--- src/design/bsff_pkg.sv ---
// ----------------------------------------------------------------------------
// bsff_pkg: shared definitions for the bitmap set unit
// Request codes and default sizes used by the bitmap set modules.
// ----------------------------------------------------------------------------
package bsff_pkg;

    // default sizes
    localparam int CAPACITY_DEF  = 1024;
    localparam int WORD_BITS_DEF = 32;

    // request field widths
    localparam int REQ_W  = 3;
    localparam int ELEM_W = 16;
    localparam int MCNT_W = 11;

    // request kinds
    localparam logic [REQ_W-1:0] REQ_INSERT = 3'd0;
    localparam logic [REQ_W-1:0] REQ_ERASE  = 3'd1;
    localparam logic [REQ_W-1:0] REQ_TEST   = 3'd2;
    localparam logic [REQ_W-1:0] REQ_FIND   = 3'd3;
    localparam logic [REQ_W-1:0] REQ_CLEAR  = 3'd4;

endpackage

--- src/design/bsff_ram.sv ---
// ----------------------------------------------------------------------------
// bsff_ram: generic simple dual-port ram
// One write port and one read port, read data registered.
// ----------------------------------------------------------------------------
module bsff_ram #(
    parameter int WIDTH = 32,
    parameter int DEPTH = 32,
    localparam int AW = (DEPTH > 1) ? $clog2(DEPTH) : 1
) (
    input  logic             aclk,
    input  logic             we,
    input  logic [AW-1:0]    waddr,
    input  logic [WIDTH-1:0] wdata,
    input  logic             re,
    input  logic [AW-1:0]    raddr,
    output logic [WIDTH-1:0] rdata
);

    logic [WIDTH-1:0] mem_reg [DEPTH];
    logic [WIDTH-1:0] rdata_reg;

    // write port
    always_ff @(posedge aclk) begin
        if (we) begin
            mem_reg[waddr] <= wdata;
        end
    end

    // registered read port, holds when not enabled
    always_ff @(posedge aclk) begin
        if (re) begin
            rdata_reg <= mem_reg[raddr];
        end
    end

    assign rdata = rdata_reg;

endmodule

--- src/design/bsff_scan.sv ---
// ----------------------------------------------------------------------------
// bsff_scan: lowest set bit finder for one bitmap word
// Masks bits below the start offset on the first word, then isolates the
// lowest remaining set bit and encodes its position.
// ----------------------------------------------------------------------------
module bsff_scan #(
    parameter int WORD_W = 32,
    localparam int BW = (WORD_W > 1) ? $clog2(WORD_W) : 1
) (
    input  logic [WORD_W-1:0] word,
    input  logic [BW-1:0]     offset,
    input  logic              first,
    output logic              hit,
    output logic [BW-1:0]     pos
);

    logic [WORD_W-1:0] mask;
    logic [WORD_W-1:0] masked;
    logic [WORD_W-1:0] low_bit;

    // drop bits below the start index on the first word only
    assign mask    = first ? ({WORD_W{1'b1}} << offset) : {WORD_W{1'b1}};
    assign masked  = word & mask;
    assign low_bit = masked & (~masked + {{(WORD_W-1){1'b0}}, 1'b1});
    assign hit     = |masked;

    // one-hot to binary
    always_comb begin
        pos = '0;
        for (int i = 0; i < WORD_W; i++) begin
            if (low_bit[i]) begin
                pos = pos | BW'(i);
            end
        end
    end

endmodule

--- src/design/bitmap_set_with_find_first_unit.sv ---
// Insert, erase, test and clear read the addressed ram word; insert and erase then
// write back the modified word, and the result is registered. Find-first reads the
// start word, then each following word until a set bit or the last word is reached.
// A request is taken only in idle, so a new one waits until the current one is
// done; a full result register holds every request back before its result loads.
// Reset and clear sweep the ram with zeros, one word a cycle, taking no request.
// ----------------------------------------------------------------------------
// bitmap_set_with_find_first_unit: membership bitmap with count and search
// Insert, erase, test, find-first and clear over a ram-held bitmap.
// ----------------------------------------------------------------------------
module bitmap_set_with_find_first_unit #(
    parameter int CAPACITY  = bsff_pkg::CAPACITY_DEF,
    parameter int WORD_BITS = bsff_pkg::WORD_BITS_DEF
) (
    input  logic                         aclk,
    input  logic                         aresetn,
    // tdata: element[15:0]
    input  logic [bsff_pkg::ELEM_W-1:0]  s_axis_tdata,
    // tuser: req_type[2:0]
    input  logic [bsff_pkg::REQ_W-1:0]   s_axis_tuser,
    input  logic                         s_axis_tvalid,
    output logic                         s_axis_tready,
    // tdata: status[0], hit[1], found_index[17:2], member_count[28:18],
    //        is_empty[29], zero pad[31:30]
    output logic [31:0]                  m_axis_tdata,
    output logic                         m_axis_tvalid,
    input  logic                         m_axis_tready
);

    import bsff_pkg::*;

    // word width rounded up to a power of two so that index split is a shift
    localparam int WW        = 1 << $clog2(WORD_BITS);
    localparam int BW        = $clog2(WW);
    localparam int NUM_WORDS = (CAPACITY + WW - 1) / WW;
    localparam int AW        = (NUM_WORDS > 1) ? $clog2(NUM_WORDS) : 1;
    localparam int CNT_W     = $clog2(CAPACITY + 1);
    localparam logic [AW-1:0] LAST_WORD = AW'(NUM_WORDS - 1);

    typedef enum logic [3:0] {
        ST_SWEEP = 4'b0001,
        ST_IDLE  = 4'b0010,
        ST_EXEC  = 4'b0100,
        ST_FIND  = 4'b1000
    } state_t;

    state_t            state_reg, state_next;
    logic [AW-1:0]     sweep_reg, sweep_next;
    logic [CNT_W-1:0]  count_reg, count_next;
    logic [REQ_W-1:0]  req_reg, req_next;
    logic [ELEM_W-1:0] elem_reg, elem_next;
    logic              range_reg, range_next;
    logic [AW-1:0]     word_reg, word_next;
    logic              first_reg, first_next;

    logic              m_valid_reg, m_valid_next;
    logic              status_reg, status_next;
    logic              hit_reg, hit_next;
    logic [ELEM_W-1:0] found_reg, found_next;
    logic [MCNT_W-1:0] mcount_reg, mcount_next;
    logic              empty_reg, empty_next;

    logic              ram_we;
    logic [AW-1:0]     ram_waddr;
    logic [WW-1:0]     ram_wdata;
    logic              ram_re;
    logic [AW-1:0]     ram_raddr;
    logic [WW-1:0]     ram_rdata;

    logic              scan_hit;
    logic [BW-1:0]     scan_pos;

    logic              slot_free;
    logic              load_out;
    logic [BW-1:0]     bit_off;
    logic [WW-1:0]     bit_mask;
    logic              bit_set;
    logic [CNT_W+MCNT_W-1:0] cnt_wide;

    bsff_ram #(
        .WIDTH (WW),
        .DEPTH (NUM_WORDS)
    ) u_ram (
        .aclk  (aclk),
        .we    (ram_we),
        .waddr (ram_waddr),
        .wdata (ram_wdata),
        .re    (ram_re),
        .raddr (ram_raddr),
        .rdata (ram_rdata)
    );

    bsff_scan #(
        .WORD_W (WW)
    ) u_scan (
        .word   (ram_rdata),
        .offset (bit_off),
        .first  (first_reg),
        .hit    (scan_hit),
        .pos    (scan_pos)
    );

    // request decode helpers
    assign slot_free     = !m_valid_reg || m_axis_tready;
    assign s_axis_tready = (state_reg == ST_IDLE);
    assign bit_off       = elem_reg[BW-1:0];
    assign bit_mask      = {{(WW-1){1'b0}}, 1'b1} << bit_off;
    assign bit_set       = ram_rdata[bit_off];
    assign cnt_wide      = {{MCNT_W{1'b0}}, count_next};

    // sequencer, memory access and result build
    always_comb begin
        state_next  = state_reg;
        sweep_next  = sweep_reg;
        count_next  = count_reg;
        req_next    = req_reg;
        elem_next   = elem_reg;
        range_next  = range_reg;
        word_next   = word_reg;
        first_next  = first_reg;
        ram_we      = 1'b0;
        ram_waddr   = word_reg;
        ram_wdata   = '0;
        ram_re      = 1'b0;
        ram_raddr   = word_reg;
        load_out    = 1'b0;
        status_next = status_reg;
        hit_next    = hit_reg;
        found_next  = found_reg;

        case (state_reg)
            ST_SWEEP: begin
                ram_we    = 1'b1;
                ram_waddr = sweep_reg;
                ram_wdata = '0;
                if (sweep_reg == LAST_WORD) begin
                    sweep_next = '0;
                    state_next = ST_IDLE;
                end else begin
                    sweep_next = sweep_reg + 1'b1;
                end
            end
            ST_IDLE: begin
                if (s_axis_tvalid) begin
                    req_next   = s_axis_tuser;
                    elem_next  = s_axis_tdata;
                    range_next = ({1'b0, s_axis_tdata} < 17'(CAPACITY));
                    word_next  = AW'(s_axis_tdata >> BW);
                    first_next = 1'b1;
                    ram_re     = 1'b1;
                    ram_raddr  = AW'(s_axis_tdata >> BW);
                    if (s_axis_tuser == REQ_FIND &&
                        ({1'b0, s_axis_tdata} < 17'(CAPACITY))) begin
                        state_next = ST_FIND;
                    end else begin
                        state_next = ST_EXEC;
                    end
                end
            end
            ST_EXEC: begin
                if (slot_free) begin
                    load_out    = 1'b1;
                    status_next = 1'b0;
                    hit_next    = 1'b0;
                    found_next  = '0;
                    state_next  = ST_IDLE;
                    case (req_reg)
                        REQ_INSERT: begin
                            if (!range_reg) begin
                                status_next = 1'b1;
                            end else if (!bit_set) begin
                                ram_we     = 1'b1;
                                ram_wdata  = ram_rdata | bit_mask;
                                count_next = count_reg + 1'b1;
                            end
                        end
                        REQ_ERASE: begin
                            if (!range_reg) begin
                                status_next = 1'b1;
                            end else if (bit_set) begin
                                ram_we     = 1'b1;
                                ram_wdata  = ram_rdata & ~bit_mask;
                                count_next = count_reg - 1'b1;
                            end
                        end
                        REQ_TEST: begin
                            hit_next = range_reg && bit_set;
                        end
                        REQ_CLEAR: begin
                            count_next = '0;
                            state_next = ST_SWEEP;
                        end
                        default: begin
                        end
                    endcase
                end
            end
            ST_FIND: begin
                if (scan_hit || word_reg == LAST_WORD) begin
                    if (slot_free) begin
                        load_out    = 1'b1;
                        status_next = 1'b0;
                        hit_next    = scan_hit;
                        found_next  = scan_hit ? ELEM_W'({word_reg, scan_pos}) : '0;
                        state_next  = ST_IDLE;
                    end
                end else begin
                    ram_re     = 1'b1;
                    ram_raddr  = word_reg + 1'b1;
                    word_next  = word_reg + 1'b1;
                    first_next = 1'b0;
                end
            end
            default: begin
                state_next = ST_SWEEP;
            end
        endcase
    end

    // output register
    always_comb begin
        m_valid_next = m_valid_reg && !m_axis_tready;
        mcount_next  = mcount_reg;
        empty_next   = empty_reg;
        if (load_out) begin
            m_valid_next = 1'b1;
            mcount_next  = cnt_wide[MCNT_W-1:0];
            empty_next   = (count_next == '0);
        end
    end

    // control state
    always_ff @(posedge aclk) begin
        if (!aresetn) begin
            state_reg   <= ST_SWEEP;
            sweep_reg   <= '0;
            count_reg   <= '0;
            m_valid_reg <= 1'b0;
        end else begin
            state_reg   <= state_next;
            sweep_reg   <= sweep_next;
            count_reg   <= count_next;
            m_valid_reg <= m_valid_next;
        end
    end

    // request and result payload
    always_ff @(posedge aclk) begin
        req_reg    <= req_next;
        elem_reg   <= elem_next;
        range_reg  <= range_next;
        word_reg   <= word_next;
        first_reg  <= first_next;
        status_reg <= status_next;
        hit_reg    <= hit_next;
        found_reg  <= found_next;
        mcount_reg <= mcount_next;
        empty_reg  <= empty_next;
    end

    assign m_axis_tvalid = m_valid_reg;
    assign m_axis_tdata  = {2'b00, empty_reg, mcount_reg, found_reg, hit_reg, status_reg};

endmodule
--- config.mk ---
export PLATFORM = sky130hd
export DESIGN_NAME = bitmap_set_with_find_first_unit
export DESIGN_NICKNAME = d
export VERILOG_FILES = /design/src/design/bsff_pkg.sv /design/src/design/bsff_ram.sv /design/src/design/bsff_scan.sv /design/src/design/bitmap_set_with_find_first_unit.sv
export SDC_FILE = /design/constraint.sdc
export NUM_CORES = 1
export LEC_CHECK = 0
export BUFFER_PORTS_ARGS = -buffer_cell sky130_fd_sc_hd__buf_2
export CORE_MARGIN = 5
export CORE_UTILIZATION = 45
export DETAILED_ROUTE_END_ITERATION = 10
export GPL_TIMING_DRIVEN = 1
export PLACE_DENSITY = 0.65
export REMOVE_ABC_BUFFERS = 1
export SLEW_MARGIN = 20
export SYNTH_ARGS = -nofsm -noshare
export SYNTH_HDL_FRONTEND = slang
export SYNTH_HIERARCHICAL = 1
export SYNTH_SLANG_ARGS = --single-unit
--- constraint.sdc ---
create_clock -name aclk -period 7.1 [get_ports aclk]
set_clock_uncertainty 0.1 [all_clocks]
set_input_delay 0.355 -clock aclk [delete_from_list [all_inputs] [get_ports aclk]]
set_output_delay 0.355 -clock aclk [all_outputs]
set_load 0.02 [all_outputs]
==> impl_metrics.ini, run 1 <==
[power]
fin_total_pwr_mw = 13.36
ir_drop_uv = 185.9
switching_share = 0.2120
power_frac_seq = 0.551
pwr-share-comb = 0.037
pwr-share-clk = 0.412
internal-power_mw = 10.53
power.switching_mw = 2.833
p_per_area_mw_per_mm2 = 254.7
p_leak_nw = 19.19

[logic_synthesis]
synth.most_common_cell = edfxtp_1
avgSynthCellArea_sq_um = 15.58
synth_warnings = 6
synth_area_sq_mm = 0.04650
synth_async_sr_flop_share = 0
netlist_top_cells_count = 1090 x edfxtp_1, 524 x mux2i_1, 162 x a21oi_1
synthTopCellsByArea = edfxtp_1 70%, mux2i_1 11%, a21oi_1 1.7%, a22oi_1 1.6%, nand3_1 1.3%
synth_top_area_cell = edfxtp_1
ys.flop_type = edfxtp_1
ys_ff_latch = 1116
ys_seq_area_frac = 0.7151
netlist.area_leader.share = 0.7039
synth_edf_count = 1090
yosysUniqueCellTypes = 93
synthCells = 2984

[clock_tree]
cts-htree-levels = 3
cts_sinks = 1116
clockBufferDepth = 3
cts_tree = built
clkTransAtPathRegs_ps = 70
insertion_delay_ps = 700
cts_setup_buffers = 0
postCtsHoldBufs = 16
root_buffer = clkbuf_16
ctsResizeCount = 0
cts_buffers = 110

[floorplan]
die_width_um = 331.5
fp.dieArea_sq_mm = 0.1099
start_util = 0.4512
die_height_um = 331.5
core-area_sq_mm = 0.1031
placementRows = 118
ios = 57

[detailed_routing]
vias = 27776
dr.pass1.iters = 6
antenna_left = 0
drt_wl_total_mm = 128.3
wl_per_cell_um = 28.16
drt-initial-drc-count = 3281
drc = 0
viasPerCell = 6.097

[placed_design]
place_inst = 4339
gp_congestion = 0.8905
io_buffers = 48
place_hpwl_mm = 70.56
placed_area_sq_mm = 0.04887
post-place-ws_ps = 825.8

[worst_setup_path]
crit_fanout = 31
critPathSlowestCell = edfxtp_1
crit_top_cell = nor2_1
crit_path_cell_trace = nand2_1, a32o_1, or3_4, a211oi_4, nand3_2, nand4bb_1, buf_4, nor2_1, nor2_1, or3_1, a222oi_1, inv_1, nor2_4, buf_12, a22o_1, nor3_1, a31oi_1, nand3_1
cp.required_ps = 7420
cp.arrival_ps = 6760
critPathCaptureType = flop
crit_type = flop to flop
cpPeakStageDelay_ps = 850
crit_path_start_kind = flop

[global_routing]
grtUsageTotal = 0.2261
grt_pass1_wl_mm = 185.8
antenna_found_initial = 1
overflow = 0
grt_start_max_net_pins = 129
grt_pass1_vias = 27366

[sta]
timing.hold.ws_ps = 230.2
finalCriticalPeriod_ps = 6444
maxSlewViolCount = 0
setup_tns_ps = 0
setup_viol = 0
post-route-worst-setup-slack_ps = 656.0
grt_setup_unrepaired = no
hold_violations = 0
slew_headroom = 0.1949
fin_crit_sh = 0.9076
fmax_mhz = 155.2
worst_pin_slew_ps = 1205

[min_path]
hold_class = primary input to flop

[cells_and_area]
largest_reg_flops = 1024
final_cell_count_no_fill = 4556
finalNetCount = 3116
area_delta_synth_final_pct = 12.82
antenna_cells = 0
postLayoutCellArea_sq_mm = 0.05246
layout-drive-gt1-share = 0.1322
fin_util = 0.5091

[status]
status = complete, no violations

[flow_run]
maxCapViolations = 0
[cells in the final DEF (no fill, tap or decap), types with 68 or more instances in the layout]
cell	n
a21oi_1	144
a22oi_1	97
buf_4	90
clkbuf_16	110
edfxtp_1	1090
mux2i_1	524
nand2_1	149
nand3_1	122
nor2_1	69
o21ai_0	68
[cells by family (layout without fill, tap and decap cells)]
group | after synthesis | count (layout) | share of synthesized area
AOI/OAI and AO/OA | 533 | 533 | 0.07768
muxes | 537 | 537 | 0.1174
other | 1 | 8 | 0.00008065
buffers and inverters | 212 | 397 | 0.02570
DFF | 1116 | 1116 | 0.7151
adders and majority gates | 6 | 6 | 0.001614
and+or+nand+nor | 579 | 579 | 0.06243
[worst max-delay path: cells and delay by family (launching register included)]
kind,cells,cell delay [ps]
simple gates,10,2820
flops,1,850
compound gates,5,1580
buf+inv,3,730
[power by group through the flow]
stage	clock, mW	combinational [mW]	sequential (mW)
2_1_floorplan	0	0.360	7.49
3_3_place_gp	0	0.460	7.49
3_5_place_dp	0	0.485	7.50
4_1_cts	5.59	0.493	7.36
5_1_grt	5.88	0.514	7.36
6_report	5.51	0.498	7.36
[path summary, 6_finish.rpt]
check	from	to	slack [ps]	depth (start not counted)
worst max-delay path	first_reg	u_ram/rdata[14]	660	18
worst min-delay path	s_axis_tdata[7]	word_reg[2]	230	4
worst max register to register	first_reg	u_ram/rdata[14]	660	18
worst min register to register	sweep_reg[4]	sweep_reg[4]	460	2
[area by class of cell]
type | instances | area (sq um)
clock buffers | 140 | 2865
repair buffers | 171 | 1424
well taps | 1380 | 1727
multi-input cells | 1663 | 12600
flip-flops and latches | 1116 | 33250
clock inverters | 61 | 505.5
inverters | 25 | 93.84
fillers | 8387 | 50590
[metal layers]
metal	global-route usage	share of wire	wire length (um)	vias up
met2	0.3664	0.47	60580	1358
met5	0	0	0	-
met1	0.3098	0.41	51980	14175
met4	0.08935	0.041	5274	0
met3	0.03538	0.081	10430	275
li1	-	-	-	11968
Note: power is estimated with default switching activity, not from simulation.
==> run 2, diff against run 1 <==
--- a/config.mk
+++ b/config.mk
@@ -11,6 +11,7 @@
 export DETAILED_ROUTE_END_ITERATION = 10
 export GPL_TIMING_DRIVEN = 1
 export PLACE_DENSITY = 0.65
+export RECOVER_POWER = 100
 export REMOVE_ABC_BUFFERS = 1
 export SLEW_MARGIN = 20
 export SYNTH_ARGS = -nofsm -noshare
==> impl_metrics.ini, run 2 (same netlist as run 1, synthesis figures left out) <==
[global_routing]
grt_pass1_vias = 27366
grtUsageTotal = 0.2261
antenna_found_initial = 1
overflow = 0
grt_start_max_net_pins = 129
grt_pass1_wl_mm = 185.8

[floorplan]
ios = 57
die_width_um = 331.5
placementRows = 118
fp.dieArea_sq_mm = 0.1099
die_height_um = 331.5
start_util = 0.4512
core-area_sq_mm = 0.1031

[cells_and_area]
mostFrequentLayoutCell = edfxtp_1
largest_reg_flops = 1024
finalNetCount = 3116
mostFrequentLayoutCells = 1090 x edfxtp_1, 524 x mux2i_1, 150 x nand2_1, 150 x a21oi_1, 123 x nand3_1
layout-drive-gt1-share = 0.09509
antenna_cells = 0
area_delta_synth_final_pct = 11.36

[detailed_routing]
dr.pass1.iters = 6
drc = 0
antenna_left = 0
vias = 27729
drt_wl_total_mm = 128.5
wl_met1_mm = 52.32
wl_per_cell_um = 28.20
route.met3.wl_mm = 10.02
drt-initial-drc-count = 3259
viasPerCell = 6.086
top_layer = met4
met2_length_mm = 60.85

[clock_tree]
root_buffer = clkbuf_16
cts_buffers = 110
cts-htree-levels = 3
insertion_delay_ps = 700
clockBufferDepth = 3
cts_tree = built
clkTransAtPathRegs_ps = 60
ctsResizeCount = 0
cts_sinks = 1116

[flow_run]
maxCapViolations = 38

[sta]
worst_pin_slew_ps = 3012
fin_crit_sh = 0.9507
timing.hold.ws_ps = 243.1
setup_viol = 0
finalCriticalPeriod_ps = 6750
post-route-worst-setup-slack_ps = 350.2
maxSlewViolCount = 914
fmax_mhz = 148.2
hold_violations = 0
grt_setup_unrepaired = no
slew_headroom = -1.016

[worst_setup_path]
critPathCaptureType = flop
cp.arrival_ps = 6980
cp.required_ps = 7330
crit_type = flop to flop
crit_fanout = 19
crit_path_start_kind = flop

[placed_design]
post-place-ws_ps = 825.8
place_hpwl_mm = 70.56
gp_congestion = 0.8905
io_buffers = 48

[power]
ir_drop_uv = 183.3
p_per_area_mw_per_mm2 = 257.3
p_leak_nw = 18.86

[min_path]
hold_class = primary input to flop

[status]
violations = capacitance limit, slew limit
status = finished with violations
==> run 2: cell count changes in the layout (fill, tap and decap cells not counted), moves of 5 or more <==
cell      previous run  this run
nor3_1              54        60
buf_2               48        14
nor2_4              33        10
a21oi_4             11         0
a21oi_2              9        14
buf_4               90        24
nor3_2              12         6
clkbuf_1            30       102
a21oi_1            144       150
clkbuf_2             0        30
nor2_1              69        91
==> run 2: path summary, 6_finish.rpt <==
path | from | endpoint | slack, ps | depth (start not counted)
setup / recovery | elem_reg[0] | u_ram/mem_reg[28][9] | 350 | 10
hold / removal | s_axis_tdata[7] | word_reg[2] | 240 | 4
setup reg to reg | elem_reg[0] | u_ram/mem_reg[28][9] | 350 | 10
hold reg to reg | sweep_reg[4] | sweep_reg[4] | 450 | 2
==> run 2: critical path: stages, from the launching register on <==
cell and delay (ps):
edfxtp_1 790, buf_4 350, mux4_2 530, a22oi_1 280
o211ai_1 300, a21oi_1 230, o2111ai_1 220, nand2b_1 230
or3b_1 610, nor2_1 2040, clkbuf_2 640
==> run 2: metrics by stage <==
stage	util	cell area [sq um]	TNS, ps	power (mW)	cells
2_1_floorplan	-	45420	-420780	7.849	2804
3_3_place_gp	0.4733	48770	0	7.952	4336
3_5_place_dp	0.4742	48870	0	7.981	4339
4_1_cts	0.5085	52400	0	13.44	4556
5_1_grt	0.5025	51780	0	13.71	4556
6_report	0.5025	51780	0	13.32	4556
==> run 2: timing repair <==
item                       4_1_cts  5_1_grt
hold endpoints to repair        23        0
buffers inserted                 0        0
hold buffers                    16        0
setup endpoints to repair        0        0
==> run 2: area by class of cell <==
| cell class | instances | area (sq um) |
|---|---|---|
| well taps | 1380 | 1727 |
| fillers | 8520 | 51270 |
| clock inverters | 61 | 505.5 |
| multi-input cells | 1663 | 12210 |
| clock buffers | 140 | 2865 |
| repair buffers | 171 | 1131 |
| flip-flops and latches | 1116 | 33250 |
| inverters | 25 | 93.84 |
==> run 2: report_power, final <==
part,leakage [nW],switching [mW],internal (mW)
Combinational,8.07,0.334,0.115
Clock,1.64,2.44,3.07
Sequential,9.15,0.0387,7.32
Total,18.9,2.81,10.5
==> run 2: metal layers <==
| metal | up-vias | GRT usage |
|---|---|---|
| met1 | 14173 | 0.3098 |
| met5 | - | 0 |
| met2 | 1336 | 0.3664 |
| met4 | 0 | 0.08935 |
| met3 | 259 | 0.03538 |
| li1 | 11961 | - |
